File: config.mk
export PLATFORM = sky130hd
export DESIGN_NAME = entropy_conditioner_fifo_top
export DESIGN_NICKNAME = d
export VERILOG_FILES = /design/src/hw/rtl/ecf_pkg.sv /design/src/hw/rtl/ecf_front.sv /design/src/hw/rtl/ecf_queue.sv /design/src/hw/rtl/ecf_back.sv /design/src/hw/rtl/entropy_conditioner_fifo_top.sv
export SDC_FILE = /design/constraint.sdc
export NUM_CORES = 2
export LEC_CHECK = 0
export BUFFER_PORTS_ARGS = -buffer_cell sky130_fd_sc_hd__buf_2
export CAP_MARGIN = 20
export CORE_MARGIN = 2
export CORE_UTILIZATION = 55
export CTS_CLUSTER_SIZE = 25
export DETAILED_ROUTE_END_ITERATION = 8
export HOLD_SLACK_MARGIN = 0.12
export PLACE_DENSITY_LB_ADDON = 0.12
export SYNTH_ARGS = -nofsm -noshare
export SYNTH_HDL_FRONTEND = slang
export SYNTH_SLANG_ARGS = --single-unit
export TNS_END_PERCENT = 50
File: constraint.sdc
create_clock -name i_clk -period 18.9 [get_ports i_clk]
set_input_delay 2.835 -clock i_clk [delete_from_list [all_inputs] [get_ports i_clk]]
set_output_delay 2.835 -clock i_clk [all_outputs]
set_load 0.005 [all_outputs]
File: src/hw/rtl/ecf_pkg.sv
package ecf_pkg;

    // operation codes carried in the input tuser
    localparam logic [1:0] OP_PAIR  = 2'd0;
    localparam logic [1:0] OP_READ  = 2'd1;
    localparam logic [1:0] OP_FLUSH = 2'd2;

    // field widths
    localparam int OP_W     = 2;
    localparam int TIME_W   = 32;
    localparam int ADC_W    = 12;
    localparam int RAND_W   = 32;
    localparam int CFG_W    = 6;

    // stream widths; the tdata widths are whole bytes
    localparam int IN_TDATA_W  = 48;
    localparam int IN_TUSER_W  = 2;
    localparam int OUT_TDATA_W = 40;
    localparam int OUT_TUSER_W = 1;

    // gather and pool
    localparam int WORD_BITS      = 64;
    localparam int GATHER_CNT_W   = $clog2(WORD_BITS);
    localparam int ROUND_WORDS    = 8;
    localparam int ROUND_W        = $clog2(ROUND_WORDS);
    localparam logic [WORD_BITS-1:0] POOL_BASIS = 64'hcbf29ce484222325;

    // ring and queue defaults
    localparam int RING_DEPTH_DEF  = 32;
    localparam int CFG_SIZE_RESET  = 32;
    localparam int QUEUE_DEPTH_DEF = 4;

    // command from front to back
    typedef enum logic [1:0] {
        CMD_NOP,
        CMD_MIX,
        CMD_POP,
        CMD_FLUSH
    } t_cmd_kind;

    typedef struct packed {
        t_cmd_kind              kind;
        logic [WORD_BITS-1:0]   operand;
    } t_cmd;

endpackage

File: src/hw/rtl/ecf_front.sv
module ecf_front (
    input  logic                        i_clk,
    input  logic                        i_rst_n,
    input  logic                        i_valid,
    output logic                        o_ready,
    input  logic [ecf_pkg::OP_W-1:0]    i_op,
    input  logic                        i_bit_a,
    input  logic                        i_bit_b,
    input  logic [ecf_pkg::TIME_W-1:0]  i_time_ms,
    input  logic [ecf_pkg::ADC_W-1:0]   i_adc_sample,
    output logic                        o_cmd_valid,
    output ecf_pkg::t_cmd               o_cmd,
    input  logic                        i_cmd_ready
);
    import ecf_pkg::*;

    logic [WORD_BITS-1:0]    r_gather_word;
    logic [GATHER_CNT_W-1:0] r_gather_count;
    logic [WORD_BITS-1:0]    n_gather_word;
    logic [GATHER_CNT_W-1:0] n_gather_count;
    logic [WORD_BITS-1:0]    shifted;
    logic                    accept;

    assign o_ready     = i_cmd_ready;
    assign o_cmd_valid = i_valid;
    assign accept      = i_valid && i_cmd_ready;
    assign shifted     = {r_gather_word[WORD_BITS-2:0], i_bit_a};

    // von neumann gather and command decode
    always_comb begin
        n_gather_word  = r_gather_word;
        n_gather_count = r_gather_count;
        o_cmd.kind     = CMD_NOP;
        o_cmd.operand  = '0;
        unique case (i_op)
            OP_PAIR: begin
                if (i_bit_a != i_bit_b) begin
                    if (r_gather_count == GATHER_CNT_W'(WORD_BITS - 1)) begin
                        o_cmd.kind     = CMD_MIX;
                        o_cmd.operand  = shifted
                                       ^ {{(WORD_BITS-TIME_W){1'b0}}, i_time_ms}
                                       ^ {{(WORD_BITS-ADC_W){1'b0}}, i_adc_sample};
                        n_gather_word  = '0;
                        n_gather_count = '0;
                    end else begin
                        n_gather_word  = shifted;
                        n_gather_count = r_gather_count + 1'b1;
                    end
                end
            end
            OP_READ:  o_cmd.kind = CMD_POP;
            OP_FLUSH: o_cmd.kind = CMD_FLUSH;
            default:  o_cmd.kind = CMD_NOP;
        endcase
    end

    // gather state
    always_ff @(posedge i_clk) begin
        if (!i_rst_n) begin
            r_gather_word  <= '0;
            r_gather_count <= '0;
        end else if (accept) begin
            r_gather_word  <= n_gather_word;
            r_gather_count <= n_gather_count;
        end
    end

endmodule

File: src/hw/rtl/ecf_queue.sv
module ecf_queue #(
    parameter int DEPTH = ecf_pkg::QUEUE_DEPTH_DEF
) (
    input  logic            i_clk,
    input  logic            i_rst_n,
    input  logic            i_wr_valid,
    output logic            o_wr_ready,
    input  ecf_pkg::t_cmd   i_wr_cmd,
    output logic            o_rd_valid,
    input  logic            i_rd_ready,
    output ecf_pkg::t_cmd   o_rd_cmd
);
    import ecf_pkg::*;

    localparam int AW = $clog2(DEPTH);
    localparam int CW = $clog2(DEPTH + 1);

    t_cmd            r_slot [DEPTH];
    logic [AW-1:0]   r_wr_ptr;
    logic [AW-1:0]   r_rd_ptr;
    logic [CW-1:0]   r_count;
    logic            wr_en;
    logic            rd_en;

    assign o_wr_ready = (r_count != CW'(DEPTH));
    assign o_rd_valid = (r_count != '0);
    assign o_rd_cmd   = r_slot[r_rd_ptr];
    assign wr_en      = i_wr_valid && o_wr_ready;
    assign rd_en      = o_rd_valid && i_rd_ready;

    // pointers and fill count
    always_ff @(posedge i_clk) begin
        if (!i_rst_n) begin
            r_wr_ptr <= '0;
            r_rd_ptr <= '0;
            r_count  <= '0;
        end else begin
            if (wr_en) begin
                r_wr_ptr <= (r_wr_ptr == AW'(DEPTH - 1)) ? '0 : r_wr_ptr + 1'b1;
            end
            if (rd_en) begin
                r_rd_ptr <= (r_rd_ptr == AW'(DEPTH - 1)) ? '0 : r_rd_ptr + 1'b1;
            end
            if (wr_en && !rd_en) begin
                r_count <= r_count + 1'b1;
            end else if (rd_en && !wr_en) begin
                r_count <= r_count - 1'b1;
            end
        end
    end

    // slot storage
    always_ff @(posedge i_clk) begin
        if (wr_en) begin
            r_slot[r_wr_ptr] <= i_wr_cmd;
        end
    end

endmodule

File: src/hw/rtl/ecf_back.sv
module ecf_back #(
    parameter int RING_DEPTH = ecf_pkg::RING_DEPTH_DEF
) (
    input  logic                        i_clk,
    input  logic                        i_rst_n,
    input  logic                        i_cmd_valid,
    output logic                        o_cmd_ready,
    input  ecf_pkg::t_cmd               i_cmd,
    input  logic                        i_cfg_valid,
    output logic                        o_cfg_ready,
    input  logic [ecf_pkg::CFG_W-1:0]   i_cfg_data,
    output logic                        o_valid,
    input  logic                        i_ready,
    output logic                        o_word_valid,
    output logic [ecf_pkg::RAND_W-1:0]  o_rand_word,
    output logic                        o_ring_empty,
    output logic                        o_ring_full
);
    import ecf_pkg::*;

    localparam int IW = $clog2(RING_DEPTH);
    localparam int SW = $clog2(RING_DEPTH + 1);
    localparam int SIZE_RESET = (CFG_SIZE_RESET > RING_DEPTH) ? RING_DEPTH : CFG_SIZE_RESET;

    typedef enum logic [2:0] {
        S_IDLE,
        S_MUL1,
        S_MUL2,
        S_MUL3,
        S_PUSH_LO,
        S_PUSH_HI,
        S_DONE
    } t_state;

    t_state                 r_state;
    logic [WORD_BITS-1:0]   r_pool;
    logic [ROUND_W-1:0]     r_round;
    logic [WORD_BITS-1:0]   r_x;
    logic [WORD_BITS-1:0]   r_sa;
    logic [WORD_BITS-1:0]   r_sb;
    logic [WORD_BITS-1:0]   r_sc;
    logic [WORD_BITS-1:0]   r_se;
    logic [WORD_BITS-1:0]   r_sf;
    logic [IW-1:0]          r_head;
    logic [IW-1:0]          r_tail;
    logic                   r_full;
    logic                   r_empty;
    logic [SW-1:0]          r_eff;
    logic                   r_out_valid;
    logic                   r_out_wvalid;
    logic                   r_out_empty;
    logic                   r_out_full;
    logic [RAND_W-1:0]      r_ring [RING_DEPTH];
    logic [RAND_W-1:0]      r_word;

    logic [IW-1:0]          n_head;
    logic [IW-1:0]          n_tail;
    logic                   n_full;
    logic                   n_empty;
    logic [IW-1:0]          head_nx;
    logic [IW-1:0]          tail_nx;
    logic [SW-1:0]          cfg_eff;
    logic [RAND_W-1:0]      push_data;
    logic                   out_free;
    logic                   take;
    logic                   pop_hit;
    logic                   push_en;
    logic                   emit;
    logic                   cfg_wr;

    assign out_free    = !r_out_valid || i_ready;
    assign o_cmd_ready = (r_state == S_IDLE) && out_free;
    assign o_cfg_ready = (r_state == S_IDLE) && !i_cmd_valid;
    assign cfg_wr      = i_cfg_valid && o_cfg_ready;
    assign take        = i_cmd_valid && o_cmd_ready;
    assign pop_hit     = take && (i_cmd.kind == CMD_POP) && !r_empty;
    assign push_en     = ((r_state == S_PUSH_LO) || (r_state == S_PUSH_HI)) && !r_full;
    assign push_data   = (r_state == S_PUSH_LO) ? r_pool[RAND_W-1:0]
                                                : r_pool[WORD_BITS-1:RAND_W];
    assign emit        = (take && (i_cmd.kind != CMD_MIX)) || ((r_state == S_DONE) && out_free);

    // ring index wrap at the active size
    assign head_nx = ((SW+1)'(r_head) + 1'b1 >= (SW+1)'(r_eff)) ? '0 : r_head + 1'b1;
    assign tail_nx = ((SW+1)'(r_tail) + 1'b1 >= (SW+1)'(r_eff)) ? '0 : r_tail + 1'b1;

    // clamp the written size to one .. RING_DEPTH
    always_comb begin
        if (i_cfg_data == '0) begin
            cfg_eff = SW'(1);
        end else if (9'(i_cfg_data) > 9'(RING_DEPTH)) begin
            cfg_eff = SW'(RING_DEPTH);
        end else begin
            cfg_eff = SW'(i_cfg_data);
        end
    end

    // ring pointers and flags for this cycle
    always_comb begin
        n_head  = r_head;
        n_tail  = r_tail;
        n_full  = r_full;
        n_empty = r_empty;
        if (push_en) begin
            n_tail  = tail_nx;
            n_empty = 1'b0;
            if (tail_nx == r_head) begin
                n_full = 1'b1;
            end
        end
        if (pop_hit) begin
            n_head = head_nx;
            n_full = 1'b0;
            if (head_nx == r_tail) begin
                n_empty = 1'b1;
            end
        end
        if (take && (i_cmd.kind == CMD_FLUSH)) begin
            n_head  = r_tail;
            n_empty = 1'b1;
            n_full  = 1'b0;
        end
    end

    // sequencer, pool multiply, ring control and result register
    always_ff @(posedge i_clk) begin
        if (!i_rst_n) begin
            r_state      <= S_IDLE;
            r_pool       <= POOL_BASIS;
            r_round      <= '0;
            r_head       <= '0;
            r_tail       <= '0;
            r_full       <= 1'b0;
            r_empty      <= 1'b1;
            r_eff        <= SW'(SIZE_RESET);
            r_out_valid  <= 1'b0;
            r_out_wvalid <= 1'b0;
            r_out_empty  <= 1'b1;
            r_out_full   <= 1'b0;
        end else if (cfg_wr) begin
            r_eff   <= cfg_eff;
            r_head  <= '0;
            r_tail  <= '0;
            r_full  <= 1'b0;
            r_empty <= 1'b1;
            if (i_ready) begin
                r_out_valid <= 1'b0;
            end
        end else begin
            r_head  <= n_head;
            r_tail  <= n_tail;
            r_full  <= n_full;
            r_empty <= n_empty;

            unique case (r_state)
                S_IDLE: begin
                    if (take && (i_cmd.kind == CMD_MIX)) begin
                        r_x     <= ((r_round == '0) ? POOL_BASIS : r_pool) ^ i_cmd.operand;
                        r_state <= S_MUL1;
                    end
                end
                // prime is 2^40 + 0x1b3: sum of shifted copies
                S_MUL1: begin
                    r_sa    <= (r_x << 40) + (r_x << 8);
                    r_sb    <= (r_x << 7) + (r_x << 5);
                    r_sc    <= (r_x << 4) + (r_x << 1);
                    r_state <= S_MUL2;
                end
                S_MUL2: begin
                    r_se    <= r_sa + r_sb;
                    r_sf    <= r_sc + r_x;
                    r_state <= S_MUL3;
                end
                S_MUL3: begin
                    r_pool <= r_se + r_sf;
                    if (r_round == ROUND_W'(ROUND_WORDS - 1)) begin
                        r_round <= '0;
                        r_state <= S_PUSH_LO;
                    end else begin
                        r_round <= r_round + 1'b1;
                        r_state <= S_DONE;
                    end
                end
                S_PUSH_LO: r_state <= S_PUSH_HI;
                S_PUSH_HI: r_state <= S_DONE;
                S_DONE: begin
                    if (out_free) begin
                        r_state <= S_IDLE;
                    end
                end
                default: r_state <= S_IDLE;
            endcase

            if (emit) begin
                r_out_valid  <= 1'b1;
                r_out_wvalid <= pop_hit;
                r_out_empty  <= n_empty;
                r_out_full   <= n_full;
            end else if (i_ready) begin
                r_out_valid <= 1'b0;
            end
        end
    end

    // ring write port
    always_ff @(posedge i_clk) begin
        if (push_en) begin
            r_ring[r_tail] <= push_data;
        end
    end

    // ring read port, zero when no word is popped
    always_ff @(posedge i_clk) begin
        if (emit) begin
            r_word <= pop_hit ? r_ring[r_head] : '0;
        end
    end

    assign o_valid      = r_out_valid;
    assign o_word_valid = r_out_wvalid;
    assign o_rand_word  = r_word;
    assign o_ring_empty = r_out_empty;
    assign o_ring_full  = r_out_full;

endmodule

File: src/hw/rtl/entropy_conditioner_fifo_top.sv
// entropy conditioner with random word ring
//
// input stream: one beat per operation, tuser carries the op code (raw bit pair,
// read one word, flush ring). tdata carries bit_a, bit_b, time_ms and adc_sample.
// unequal bit pairs are gathered into 64-bit words; each full word is mixed
// into a 64-bit fnv-style pool, and every eighth mix pushes the pool into the
// ring as two 32-bit words, low half first. a push into a full ring is dropped.
// output stream: exactly one beat per input beat, in order. tuser is word_valid,
// tdata holds the popped word (zero if none) and the ring empty/full status.
// config channel: writes the ring size (clamped to 1..RING_DEPTH) and empties
// the ring; it is taken only while the back end is idle with no queued op.
// each input beat passes through the command queue into the back end's output register;
// a beat completing a gathered word first steps through the shift-add pool multiply
// (S_MUL1..S_MUL3) and, when it pushes, the single ring write port (S_PUSH_LO, S_PUSH_HI).
// throughput: one beat per cycle while the receiver is ready, except that such a beat holds
// the back end through those states; the queue covers these only across input gaps.
// reset clears gather state, pool (to the offset basis), ring pointers and output
// valid/status; ring size returns to min(32, RING_DEPTH). when the receiver stalls, the
// output beat holds, the queue fills and tready drops on the input side.
module entropy_conditioner_fifo_top #(
    parameter int RING_DEPTH  = ecf_pkg::RING_DEPTH_DEF,
    parameter int QUEUE_DEPTH = ecf_pkg::QUEUE_DEPTH_DEF
) (
    input  logic                             i_clk,
    input  logic                             i_rst_n,
    input  logic                             s_axis_tvalid,
    output logic                             s_axis_tready,
    // bit_a, bit_b, time_ms[31:0], adc_sample[11:0], zero pad
    input  logic [ecf_pkg::IN_TDATA_W-1:0]   s_axis_tdata,
    // op[1:0]
    input  logic [ecf_pkg::IN_TUSER_W-1:0]   s_axis_tuser,
    output logic                             m_axis_tvalid,
    input  logic                             m_axis_tready,
    // rand_word[31:0], ring_empty, ring_full, zero pad
    output logic [ecf_pkg::OUT_TDATA_W-1:0]  m_axis_tdata,
    // word_valid
    output logic [ecf_pkg::OUT_TUSER_W-1:0]  m_axis_tuser,
    input  logic                             i_cfg_valid,
    output logic                             o_cfg_ready,
    input  logic [ecf_pkg::CFG_W-1:0]        i_cfg_data
);
    import ecf_pkg::*;

    t_cmd               front_cmd;
    logic               front_valid;
    logic               front_ready;
    t_cmd               back_cmd;
    logic               back_valid;
    logic               back_ready;
    logic               word_valid;
    logic [RAND_W-1:0]  rand_word;
    logic               ring_empty;
    logic               ring_full;

    // front: gather and classify
    ecf_front u_front (
        .i_clk        (i_clk),
        .i_rst_n      (i_rst_n),
        .i_valid      (s_axis_tvalid),
        .o_ready      (s_axis_tready),
        .i_op         (s_axis_tuser[OP_W-1:0]),
        .i_bit_a      (s_axis_tdata[0]),
        .i_bit_b      (s_axis_tdata[1]),
        .i_time_ms    (s_axis_tdata[TIME_W+1:2]),
        .i_adc_sample (s_axis_tdata[ADC_W+TIME_W+1:TIME_W+2]),
        .o_cmd_valid  (front_valid),
        .o_cmd        (front_cmd),
        .i_cmd_ready  (front_ready)
    );

    // command queue between front and back
    ecf_queue #(
        .DEPTH (QUEUE_DEPTH)
    ) u_queue (
        .i_clk      (i_clk),
        .i_rst_n    (i_rst_n),
        .i_wr_valid (front_valid),
        .o_wr_ready (front_ready),
        .i_wr_cmd   (front_cmd),
        .o_rd_valid (back_valid),
        .i_rd_ready (back_ready),
        .o_rd_cmd   (back_cmd)
    );

    // back: pool mix, ring and result register
    ecf_back #(
        .RING_DEPTH (RING_DEPTH)
    ) u_back (
        .i_clk        (i_clk),
        .i_rst_n      (i_rst_n),
        .i_cmd_valid  (back_valid),
        .o_cmd_ready  (back_ready),
        .i_cmd        (back_cmd),
        .i_cfg_valid  (i_cfg_valid),
        .o_cfg_ready  (o_cfg_ready),
        .i_cfg_data   (i_cfg_data),
        .o_valid      (m_axis_tvalid),
        .i_ready      (m_axis_tready),
        .o_word_valid (word_valid),
        .o_rand_word  (rand_word),
        .o_ring_empty (ring_empty),
        .o_ring_full  (ring_full)
    );

    // output beat packing
    assign m_axis_tdata = {{(OUT_TDATA_W-RAND_W-2){1'b0}}, ring_full, ring_empty, rand_word};
    assign m_axis_tuser = word_valid;

endmodule

==> results summary <==
CTS placed an instance of sky130_fd_sc_hd__clkbuf_16 at the clock tree root. The maximum frequency from static timing analysis is 195 MHz. The critical-path cell with the highest stage delay is sky130_fd_sc_hd__buf_4. For the pin with the worst max-slew slack, the measured transition is 1.10 ns. The peak supply drop came out at 0.0816 mV.

The delay of the slowest critical-path stage came out at 0.85 ns. Among the stages of the critical path, the cell type that occurs most often is sky130_fd_sc_hd__buf_4. The synthesized area divided by synthesized cell count came out at 14.8 µm². STA puts the critical path data required time at 19.34 ns.

The final non-filler cell total came out at 8110. Clock-pin slew was measured on the worst setup and hold paths at 0.06 ns. After routing, the total negative slack on setup checks comes to 0 ns. The first-pass GRT wire length is 319000 µm. The TritonCTS clock tree is yes. The post-synthesis cell count is 5786. Entering global routing, the biggest net connects 98 pins. Measured along the x axis, the die boundary spans 399 µm. The worst path buffer plus inverter count came out at 3.

The post-cts gate resize count came out at 0. The H-tree was split into 4 levels. The floorplan die height is 399 µm. The area overhead of the layout relative to synthesis came out at 10.9%.

The fill cell total of the finished layout is 11.6k. The routed design has 218000 µm of wire. The total power consumption of the routed design is 10.6 mW. By area the synthesized netlist is led by sky130_fd_sc_hd__edfxtp_1 59%, sky130_fd_sc_hd__mux4_2 10%, sky130_fd_sc_hd__ha_1 5.0%. The number of buffers inserted for hold repair after clock tree synthesis came out at 0.

Of the synthesized area, sequential elements account for 0.628. The proportion of netlist area held by the largest area contributor came out at 0.588. The I/O pin total came out at 105. Across the routed clock network, the largest skew measured is 0.0854 ns. The detailed-route wire length per cell is 26.9 µm. The tool flagged a number of max-cap violations equal to 0.

STA classifies the critical path startpoint as a primary input. TritonCTS created 187 clock buffers. Traced cell by cell, the critical path runs through buf_4, and3_4, buf_4, buf_4. STA classifies the critical path endpoint as a flip-flop. The HPWL after detailed placement is 141000 µm. Counting every sink on the clock net gives 1850. Dividing the detail-routed via count by the number of cells gives 6.28. The fraction of synthesis flops using an asynchronous set or reset pin came out at 0.

After floorplanning, the core was divided into 144 placement rows. Data on the critical path arrives at its endpoint at 5.57 ns. The share of the clock period used by the worst path came out at 0.272. The analysis attributes to cell leakage a power of 34.0 nW. In this design, the largest share of critical-path delay is due to buffers and inverters. The number of endpoints with negative hold slack in the final report came to 0. Of the cells placed in the final design, the portion with a size suffix greater than 1 is 0.160. The number of DRC markers in iteration 0 came out at 5755. The finished cells cover 95100 µm². The min-delay analysis places its worst path in the category reg -> reg. The overall overflow remaining after global route came out at 0. The worst-case headroom to the max-slew limit is 0.266. The smallest clock period supported by the final layout is computed as 5.13 ns.

The floorplan step defined a die boundary enclosing 159000 µm². The clock insertion delay at the later pin of the skew report came out at 0.85 ns. The DRC violation count after routing came out at 0. The clock passes through at most 3 buffers. The total of buffers placed on input and output ports is 96. The number of register bits inferred by synthesis came out at 1850.

The count of distinct cell types in the synthesized netlist is 103. The number of max-slew violations in the final report was 0. The antenna violation net count after detailed routing is 0. The number of nets in the finished design came out at 6314. The post-detailed-placement cell area came out at 88800 µm².

The initial utilization of the core area, before any placement, comes to 0.555. The floorplan core area is 155000 µm². The critical path is of the in -> reg type. The post-synth design cell area came out at 85800 µm².

Power spread over the standard cell area amounts to 112 nW/µm². The number of global-route vias before repair is 48.5k. The number of antenna violations at the first check in global routing came out at 6. sky130_fd_sc_hd__edfxtp_1 takes more of the synthesized area than any other cell. The global-route usage over all layers came out at 0.275. The number of placed instances with taps included is 7759. Yosys mapped a number of flops with a built-in enable equal to 1680.

In this run the post-CTS setup repair buffer count came out at 0. Setup repair after global routing left no endpoint under its margin. The final estimated routing congestion in global placement came out at 0.913.

Setup violations remaining at the end of the flow were counted as 0. The via count is 50.9k. The Yosys step of the flow raised 0 warnings. Of all nets on the critical path, the largest fanout is 71. Among all flip-flop cells after synthesis, the most frequent one is sky130_fd_sc_hd__edfxtp_1. The first TritonRoute pass finished after 5 iterations. The flow ran to the end, and the final reports show no timing, DRC or antenna violations.
## flip-flops by register name (all words and copies together), names as in the netlist, 5 cells and up, named ones only
register / cells
u_back.r_sa: 53
u_back.r_ring: 1024
u_back.r_pool: 64
u_back.r_sc: 63
u_back.o_rand_word: 32
u_back.r_x: 64
u_back.r_sb: 57
u_back.r_head: 5
u_back.r_eff: 6
u_back.r_sf: 64
u_back.r_se: 59
u_front.r_gather_word: 63
u_back.r_tail: 5
u_front.r_gather_count: 6
u_queue.r_slot: 264
## cells in the mapped netlist, types with 41 or more instances
| cell | instances |
|---|---|
| sky130_fd_sc_hd__nand2b_1 | 41 |
| sky130_fd_sc_hd__xnor2_1 | 299 |
| sky130_fd_sc_hd__nand4_1 | 60 |
| sky130_fd_sc_hd__dfxtp_1 | 170 |
| sky130_fd_sc_hd__ha_1 | 341 |
| sky130_fd_sc_hd__clkbuf_1 | 176 |
| sky130_fd_sc_hd__a21oi_1 | 393 |
| sky130_fd_sc_hd__nand2_1 | 449 |
| sky130_fd_sc_hd__mux4_2 | 386 |
| sky130_fd_sc_hd__inv_1 | 110 |
| sky130_fd_sc_hd__nand3_1 | 73 |
| sky130_fd_sc_hd__xor2_1 | 119 |
| sky130_fd_sc_hd__edfxtp_1 | 1680 |
| sky130_fd_sc_hd__and2_1 | 80 |
| sky130_fd_sc_hd__buf_1 | 50 |
| sky130_fd_sc_hd__o21bai_1 | 47 |
| sky130_fd_sc_hd__o21ai_0 | 179 |
| sky130_fd_sc_hd__nor2b_1 | 60 |
| sky130_fd_sc_hd__nor2_1 | 306 |
| sky130_fd_sc_hd__nor3_1 | 48 |
| sky130_fd_sc_hd__a21o_1 | 201 |
## path summary, 6_finish.rpt
check                                          from                                endpoint  slack [ns]  cells after the start
min reg2reg  u_front.r_gather_word[57]$_SDFFE_PN0P_  u_front.r_gather_word[58]$_SDFFE_PN0P_        0.45                      2
min          u_front.r_gather_word[57]$_SDFFE_PN0P_  u_front.r_gather_word[58]$_SDFFE_PN0P_        0.45                      2
max                                         i_rst_n               u_back.r_sa[40]$_DFFE_PP_       13.77                      4
max reg2reg           u_back.r_head[0]$_SDFFE_PP0P_        u_back.o_ring_empty$_SDFFE_PN1P_       14.04                     14
## worst register-to-register path, cell delays in order (launching register included)
cell and delay [ns]:
sky130_fd_sc_hd__dfxtp_4 0.84, sky130_fd_sc_hd__buf_4 0.78, sky130_fd_sc_hd__ha_1 0.37, sky130_fd_sc_hd__xor2_1 0.36, sky130_fd_sc_hd__ha_1 0.31, sky130_fd_sc_hd__a21o_1 0.15
sky130_fd_sc_hd__a21o_1 0.18, sky130_fd_sc_hd__a21o_1 0.18, sky130_fd_sc_hd__a21oi_1 0.44, sky130_fd_sc_hd__o21ai_0 0.17, sky130_fd_sc_hd__a22oi_1 0.25, sky130_fd_sc_hd__a221oi_1 0.08
sky130_fd_sc_hd__a221oi_1 0.36, sky130_fd_sc_hd__a21oi_1 0.11, sky130_fd_sc_hd__nand2b_1 0.17
## where the power goes
group	internal (mW)	switching [mW]	leakage (nW)
combinational	0.740	1.18	12.5
sequential	4.78	0.158	18.4
clock	2.17	1.60	3.07
total	7.69	2.94	34.0
## logic make-up (layout without fill, tap and decap cells)
family / after synthesis / after routing / share of synthesized area
AOI/OAI and AO/OA: 1130 / 1130 / 0.0855
xor gates and xnor gates: 418 / 418 / 0.0427
adders and majority gates: 348 / 348 / 0.0514
buffers and inverters: 347 / 621 / 0.0156
DFF: 1850 / 1850 / 0.628
muxes: 457 / 457 / 0.110
other: 1 / 7 / 0.0000437
and+or+nand+nor: 1235 / 1235 / 0.0672
## through the flow
stage | hold WS (ns) | setup WS [ns] | util
floorplan | 0.400 | 3.09 | -
global placement | 0.438 | 12.97 | 0.574
detailed placement | 0.442 | 12.90 | 0.574
CTS | 0.451 | 13.77 | 0.615
global route | 0.471 | 13.51 | 0.615
finish | 0.450 | 13.77 | 0.615
## layout make-up
type,count,area [µm²],area share
Sequential cell,1850,53900,0.566
Clock inverter,101,1320,0.0138
Antenna cell,1,2.50,0.0000263
Tap cell,2044,2560,0.0269
Multi-Input combinational cell,3594,31000,0.325
Clock buffer,248,5010,0.0527
Inverter,110,413,0.00434
Timing Repair Buffer,162,1000,0.0105
## layer usage
layer	global-route usage	share of wire	up-vias
li1	-	-	22700
met1	0.434	0.45	25800
met2	0.407	0.44	2107
met3	0.0398	0.081	276
met4	0.0617	0.020	0
met5	0	0	-
## layout by cell type (no fill, tap or decap), drive strengths merged, types with 14 or more instances in the layout
cell    instances
mux2i          39
edfxtp       1680
nand2         449
clkbuf        248
xnor2         299
nor2b          60
o21bai         47
a211oi         20
xor2          119
a21boi         26
a31o           14
o21ai         200
nand3          73
mux2           32
buf           162
clkinv         69
nor3           48
a31oi          38
nand4          60
a21oi         399
nor2          306
and3           39
inv           117
o211ai         38
ha            341
o31ai          14
or2            14
and2           80
bufinv         21
dfxtp         170
mux4          386
or3            19
nand2b         41
o21a           27
a21o          201
Note: power is estimated with default switching activity, not from simulation.
